<file path="config.mk">
export PLATFORM = sky130hd
export DESIGN_NAME = prc_front
export DESIGN_NICKNAME = d
export VERILOG_FILES = /design/src/hdl/prc_pkg.sv /design/src/hdl/prc_front.sv
export SDC_FILE = /design/constraint.sdc
export NUM_CORES = 2
export LEC_CHECK = 0
export BUFFER_PORTS_ARGS = -buffer_cell sky130_fd_sc_hd__buf_4
export CAP_MARGIN = 5
export CORE_MARGIN = 3
export CORE_UTILIZATION = 25
export CTS_CLUSTER_SIZE = 20
export DETAILED_ROUTE_END_ITERATION = 8
export HOLD_SLACK_MARGIN = 0.02
export SYNTH_ARGS = -nofsm -noshare
export SYNTH_HDL_FRONTEND = slang
export SYNTH_SLANG_ARGS = --single-unit
</file>
<file path="constraint.sdc">
create_clock -name clk -period 17.1 [get_ports clk]
set_clock_uncertainty 0.15 [all_clocks]
set_input_delay 3.42 -clock clk [delete_from_list [all_inputs] [get_ports clk]]
set_output_delay 3.42 -clock clk [all_outputs]
set_load 0.005 [all_outputs]
</file>
<file path="src/hdl/prc_pkg.sv">
// Package with shared constants and the arctangent table of the point rotation block.
`timescale 1ns / 1ps
package prc_pkg;

  localparam int COORD_WIDTH_DEF  = 16;
  localparam int CORDIC_STEPS_DEF = 24;
  localparam int CNT_W            = 16;
  localparam int UNIT_W           = 32;
  localparam int MOD_W            = 50;
  localparam int MOD_STEPS        = 14;
  localparam int ZW               = 34;

  localparam logic [34:0]       TWO_PI_Q32     = 35'd26986075409;
  localparam logic [29:0]       INV_TWO_PI_Q32 = 30'd683565276;
  localparam logic [31:0]       INV_GAIN_Q32   = 32'd2608131496;
  localparam logic [UNIT_W-1:0] UNIT_RESET     = 32'd429497;
  localparam logic [31:0]       HALF_TURN      = 32'h8000_0000;
  localparam logic [31:0]       QUARTER_TURN   = 32'h4000_0000;

  function automatic logic [31:0] atan_turn(input int i);
    logic [31:0] a;
    unique case (i)
      0:  a = 32'h20000000;
      1:  a = 32'h12E4051E;
      2:  a = 32'h09FB385B;
      3:  a = 32'h051111D4;
      4:  a = 32'h028B0D43;
      5:  a = 32'h0145D7E1;
      6:  a = 32'h00A2F61E;
      7:  a = 32'h00517C55;
      8:  a = 32'h0028BE53;
      9:  a = 32'h00145F2F;
      10: a = 32'h000A2F98;
      11: a = 32'h000517CC;
      12: a = 32'h00028BE6;
      13: a = 32'h000145F3;
      14: a = 32'h0000A2FA;
      15: a = 32'h0000517D;
      16: a = 32'h000028BE;
      17: a = 32'h0000145F;
      18: a = 32'h00000A30;
      19: a = 32'h00000518;
      20: a = 32'h0000028C;
      21: a = 32'h00000146;
      22: a = 32'h000000A3;
      23: a = 32'h00000051;
      24: a = 32'h00000029;
      25: a = 32'h00000014;
      26: a = 32'h0000000A;
      27: a = 32'h00000005;
      28: a = 32'h00000003;
      29: a = 32'h00000001;
      30: a = 32'h00000001;
      default: a = 32'h00000000;
    endcase
    return a;
  endfunction

endpackage

</file>
<file path="src/hdl/prc_front.sv">
// Front stages: differences, angle product, squares, sign folding and sum of squares.
`timescale 1ns / 1ps
module prc_front #(
  parameter int COORD_WIDTH = prc_pkg::COORD_WIDTH_DEF
) (
  input  logic                                clk,
  input  logic                                rst_n,
  input  logic                                en,
  input  logic                                in_valid,
  input  logic signed [COORD_WIDTH-1:0]       point_x,
  input  logic signed [COORD_WIDTH-1:0]       point_y,
  input  logic signed [COORD_WIDTH-1:0]       center_x,
  input  logic signed [COORD_WIDTH-1:0]       center_y,
  input  logic signed [prc_pkg::CNT_W-1:0]    angle_count,
  input  logic        [prc_pkg::UNIT_W-1:0]   angle_unit,
  output logic                                out_valid,
  output logic        [2*COORD_WIDTH+2:0]     sum_sq,
  output logic                                p_neg,
  output logic        [prc_pkg::MOD_W-1:0]    p_abs,
  output logic signed [COORD_WIDTH+11:0]      vec_x,
  output logic signed [COORD_WIDTH+11:0]      vec_y,
  output logic        [31:0]                  phase,
  output logic                                nonzero,
  output logic signed [COORD_WIDTH-1:0]       cx,
  output logic signed [COORD_WIDTH-1:0]       cy
);
  import prc_pkg::*;

  localparam int D  = COORD_WIDTH + 1;
  localparam int SW = 2*COORD_WIDTH + 3;
  localparam int VW = COORD_WIDTH + 12;
  localparam int PW = CNT_W + UNIT_W + 1;

  logic               v1_r, v2_r, v3_r;
  logic signed [D-1:0] dx_r, dy_r;
  logic signed [PW-1:0] p_r;
  logic signed [COORD_WIDTH-1:0] cx1_r, cy1_r, cx2_r, cy2_r, cx3_r, cy3_r;
  logic signed [D-1:0] dx_nxt, dy_nxt;
  logic signed [PW-1:0] p_nxt;
  logic [D-1:0]        ax, ay;
  logic [2*D-1:0]      sqx_r, sqy_r;
  logic                pneg2_r, pneg3_r;
  logic [MOD_W-1:0]    pabs2_r, pabs3_r;
  logic signed [VW-1:0] xi, yi, vx2_r, vy2_r, vx3_r, vy3_r;
  logic [31:0]         ph2_r, ph3_r;
  logic                nz2_r, nz3_r;
  logic [SW-1:0]       sum_r;
  logic [PW-1:0]       pmag;

  assign dx_nxt = D'(point_x) - D'(center_x);
  assign dy_nxt = D'(point_y) - D'(center_y);
  assign p_nxt  = PW'(angle_count) * $signed({1'b0, angle_unit});

  assign ax   = dx_r[D-1] ? D'(-dx_r) : D'(dx_r);
  assign ay   = dy_r[D-1] ? D'(-dy_r) : D'(dy_r);
  assign pmag = p_r[PW-1] ? PW'(-p_r) : PW'(p_r);
  assign xi   = VW'(dx_r) <<< 8;
  assign yi   = VW'(dy_r) <<< 8;

  always_ff @(posedge clk) begin
    if (!rst_n) begin
      v1_r <= 1'b0;
      v2_r <= 1'b0;
      v3_r <= 1'b0;
    end else if (en) begin
      v1_r <= in_valid;
      v2_r <= v1_r;
      v3_r <= v2_r;
    end
  end

  always_ff @(posedge clk) begin
    if (en) begin
      dx_r    <= dx_nxt;
      dy_r    <= dy_nxt;
      p_r     <= p_nxt;
      cx1_r   <= center_x;
      cy1_r   <= center_y;
      sqx_r   <= (2*D)'(ax) * (2*D)'(ax);
      sqy_r   <= (2*D)'(ay) * (2*D)'(ay);
      pneg2_r <= p_r[PW-1];
      pabs2_r <= MOD_W'(pmag);
      vx2_r   <= dx_r[D-1] ? -xi : xi;
      vy2_r   <= dx_r[D-1] ? -yi : yi;
      ph2_r   <= dx_r[D-1] ? HALF_TURN : 32'd0;
      nz2_r   <= (dx_r != '0) || (dy_r != '0);
      cx2_r   <= cx1_r;
      cy2_r   <= cy1_r;
      sum_r   <= SW'(sqx_r) + SW'(sqy_r);
      pneg3_r <= pneg2_r;
      pabs3_r <= pabs2_r;
      vx3_r   <= vx2_r;
      vy3_r   <= vy2_r;
      ph3_r   <= ph2_r;
      nz3_r   <= nz2_r;
      cx3_r   <= cx2_r;
      cy3_r   <= cy2_r;
    end
  end

  assign out_valid = v3_r;
  assign sum_sq    = sum_r;
  assign p_neg     = pneg3_r;
  assign p_abs     = pabs3_r;
  assign vec_x     = vx3_r;
  assign vec_y     = vy3_r;
  assign phase     = ph3_r;
  assign nonzero   = nz3_r;
  assign cx        = cx3_r;
  assign cy        = cy3_r;

endmodule

</file>
# Yosys cells after proc, flatten, opt, wreduce, memory -nomap -nowiden
# Index checks and enable logic that the tools add are counted.
[word_totals] regBits=563 inputBits=116 output_inout_bits=208 wordCells=50
[classes] addsub=8 mul=3 n_mux=6 n_reduce_logical=3
[ops] operator="$mul 17x17->34" n=2
[ops] operator="$neg 25->28" n=2
[ops] operator="$mul 16x33->49" n=1
[ops] operator="$neg 49->49" n=1
[ops] operator="$mux 48" n=1
[ops] operator="$add 34x34->35" n=1
[ops] operator="$mux 17" n=2
[ops] operator="$neg 17->17" n=2
[ops] operator="$reduce_bool 17->1" n=2
[ops] operator="$sub 16x16->17" n=2
[ops] operator="$mux 32" n=1
[ops] operator="$mux 28" n=1
[ops] operator="$mux 24" n=1
[ops] operator="$logic_or 1x1->1" n=1

# Logic depth before layout (Yosys ltp)
[depth] word_depth=3 depth_mapped=33 mapped_depth_nobuf=31

# Least setup slack after synthesis
# OpenSTA, ideal clock, no wires.
[synth_timing] kind="input to register" startpoint="input port angle_count[1] (netlist name)" endpoint="register p_r[47] (data pin)" t_arrival_ps=9236 required_ps=16680 path_slack_ps=7444 path_stages=23 path_buffers=1 cell_sequence="clkbuf_1 -> nand2_1 -> fa_1 -> inv_1 -> fa_1 -> inv_1 -> fa_1 -> fa_1 -> inv_1 -> fa_1 -> inv_1 -> fa_1 -> inv_1 -> ha_1 -> nand4_1 -> a211oi_1 -> a21oi_1 -> nor4_2 -> o211ai_1 -> o41ai_2 -> o221ai_2 -> o41ai_2 -> xor2_1"
[synth_via] elab_chain_cells=1
[synth_lines] element="start: declaration" line_no="prc_front.sv:14" rtl="input logic signed [prc_pkg::CNT_W-1:0] angle_count,"
[synth_lines] element="$mul 16x33->49" line_no="prc_front.sv:52" rtl="assign p_nxt = PW'(angle_count) * $signed({1'b0, angle_unit});"
[synth_lines] element="via p_nxt[47]" line_no="prc_front.sv:39" rtl="logic signed [PW-1:0] p_nxt;"
[synth_lines] element="end signal: assignment" line_no="prc_front.sv:76" rtl="p_r <= p_nxt;"
[synth_lines] element="end: declaration" line_no="prc_front.sv:36" rtl="logic signed [PW-1:0] p_r;"
# The timed path passes the listed nets, and every way through them passes these cells.
# A chain may end at the register's enable or synchronous reset.

# Final worst setup path
[layout_timing] startpoint="input port angle_count[1] (netlist name)" endpoint="register p_r[48] (data pin)"
# Same word-level chain as after synthesis.

==> impl_metrics.toml <==
[timing]
setup_viol = 0
maxSlewHeadroom_pct = 29.4
setup_tns_ns = 0
final.min_clock_period_ns = 10.08
timing.final.crit_share_pct = 58.9
worst_pin_slew_ns = 1.05
rsz0062_at_grt = "no"
hold_violations = 0
finalMaxSlewViolations = 0
max_clock_freq_ghz = 0.0993

[cts]
path_clk_slew_ns = 0.06
cts-buffers-inserted = 53
post_cts_buffers = 0
cts_sinks = 465
cts_root_buf = "clkbuf_16"
cts_tree = "built"
worstSkewPairLatency_ns = 0.67
ctsHtreeMaxLevel = 2
postCtsResizedCells = 0
hold_buffers = 0
cts_buffer_depth = 3

[routing]
viasPerCell = 4.36
drtAntennaViolNets = 0
via_count = 34600
wirelength_mm = 134
wl_per_cell_microns = 16.9
detail_route.first_pass.iterations = 6
drc_errors = 0
drt-initial-drc-count = 1873

[synth]
yosys.area.top_type = "fa_1"
ys_warn_count = 0
synth_top_area_share_pct = 31.0
ys_seq_elements = 465
synth_ff_type = "edfxtp_1"
async_reset_ff_share_pct = 0
seq_area_frac_synth_pct = 26.8
syn_avg_cell_area_sq_um = 10.4
synth_edf_count = 462
synthesis.area_sq_um = 51900
syn_inst = 4984
synthTopCellsByArea = "fa_1 31%, edfxtp_1 27%, ha_1 11%"
ys_types = 89

[worst_setup_path]
cp_data_arrival_time_ns = 10.31
rrSetupSlack_ns = 7.27
crit_buf_inv = 6
path_common_cell = "fa_1"
cp-endpoint = "p_r[48]"
start_kind = "primary input"
crit_type = "primary input to flip-flop"
r2r_start = "dy_r[0]"
crit_path_top_delay_cell = "nor4_1"
end_kind = "flip-flop"
crit_fanout = 32
required_ns = 17.33
r2r_end = "sqy_r[33]"
cp_slowest_stage_delay_ns = 0.93
path_cells = "buf_4, nand2_1, fa_1, inv_1, fa_1, inv_1, fa_1, fa_1, inv_1, fa_1, inv_1, fa_1, inv_1, ha_1, and4_1, and3_1, a221oi_1, nor4_1, o31ai_1, nand2_1, a311oi_2, o41ai_1, xnor2_1"
r2r_cells = 28
critical_path.startpoint = "angle_count[1]"
crit_cells = 23
critPathTopFamily = "adder cells"

[layout]
drive_gt1_share_pct = 8.41
fin_area_sq_um = 58700
area_growth_syn_to_layout_pct = 13.1
fill_cells = 21300
mostFrequentLayoutCells = "1095 x inv_1, 804 x fa_1, 588 x nand2_1"
nNetsFinal = 6566
final_common_cell = "inv_1"
finalNonFillerCells = 7944

[die]
pin_count = 324
fp.dieArea_sq_um = 213000
fp.coreArea_sq_um = 206000
rows = 166
chipHeight_microns = 462
initial_core_util_pct = 25.3
fp.dieW_microns = 462

[placed_design]
routabilityCongestion = 0.874
dp.cells = 7843
placed_cell_area_sq_um = 56900
dp_hpwl_mm = 108
port_buffers = 275

[grt]
grt_antenna_before_repair = 1
grt_use_total_pct = 12.6
grt_max_degree = 125
grt_pass1_vias = 37100
grt_first_pass_wirelength_mm = 210
grt_overflow = 0

[hold_path]
whs_path_depth = 0
worstHoldPathType = "flip-flop to flip-flop"

[flow_run]
cap_violations = 0

[run_status]
status = "completed"
==> registers in the layout, indices dropped and copies added, names as in the netlist, 20 cells and up <==
signal and flops:
pabs2_r 49, sqy_r 33, vec_x 20, p_abs 49
p_r 49, sum_sq 35, sqx_r 33, vec_y 20
==> layer usage <==
metal,track usage [%],up-vias,share of wire [%]
li1,-,16000,-
met1,15.7,17600,41
met2,22.4,885,51
met3,1.93,161,5.2
met4,3.39,2,2.6
met5,0,-,0.0097
==> synth_stat cells (all sizes together) (22+ instances only) <==
library cell and n:
buf 53, edfxtp 462, fa 804, nand3 30, clkbuf 135, nand2b 54, xor2 59, xnor2 185
a21oi 125, nor3 29, inv 1099, o21a 25, nor2b 24, o31ai 31, ha 436, nor2 199
o21bai 22, nand2 591, o21ai 101, a211oi 25, a21o 84, and2 204
==> metrics by stage <==
stage	hold slack, ns	utilization (%)	setup WS (ns)
global route	0.266	28.5	6.78
global placement	0.251	27.7	6.44
detailed placement	0.255	27.7	6.35
finish	0.260	28.5	7.02
floorplan	0.250	-	7.44
CTS	0.249	28.5	7.05
==> worst min-delay path by stage <==
stage,end,startpoint,slack (ns)
2_1_floorplan,cx2_r[0],cx1_r[0],0.25
3_3_place_gp,cy2_r[15],cy1_r[15],0.25
3_5_place_dp,cx2_r[14],cx1_r[14],0.25
4_1_cts,cx[5],cx2_r[5],0.25
5_1_grt,p_abs[40],pabs2_r[40],0.27
6_report,p_abs[32],pabs2_r[32],0.26
==> kinds of logic (layout without fill, tap and decap cells) <==
kind of cell	after synthesis	count (layout)	synth area share, %
muxes	6	6	0.118
DFF	465	465	26.8
buffers and inverters	1294	1515	9.73
other	1	52	0.00722
adders and majority gates	1240	1240	41.5
AOI/OAI and AO/OA	513	513	6.64
xor gates and xnor gates	244	244	4.20
and+or+nand+nor	1221	1221	11.0
==> area by class of cell <==
| cell class | count | area [sq um] | share of cell area, % |
|---|---|---|---|
| clock buffers | 64 | 1370 | 2.33 |
| flip-flops and latches | 465 | 13900 | 23.7 |
| repair buffers | 309 | 2330 | 3.96 |
| inverters | 1106 | 4150 | 7.07 |
| diodes | 1 | 2.50 | 0.00426 |
| clock inverters | 36 | 390 | 0.665 |
| well taps | 2688 | 3360 | 5.73 |
| multi-input cells | 3275 | 33200 | 56.5 |
Power is left out: the tool's default activity adds up to more than one toggle a clock period on the data nets, which glitch-free logic cannot reach.
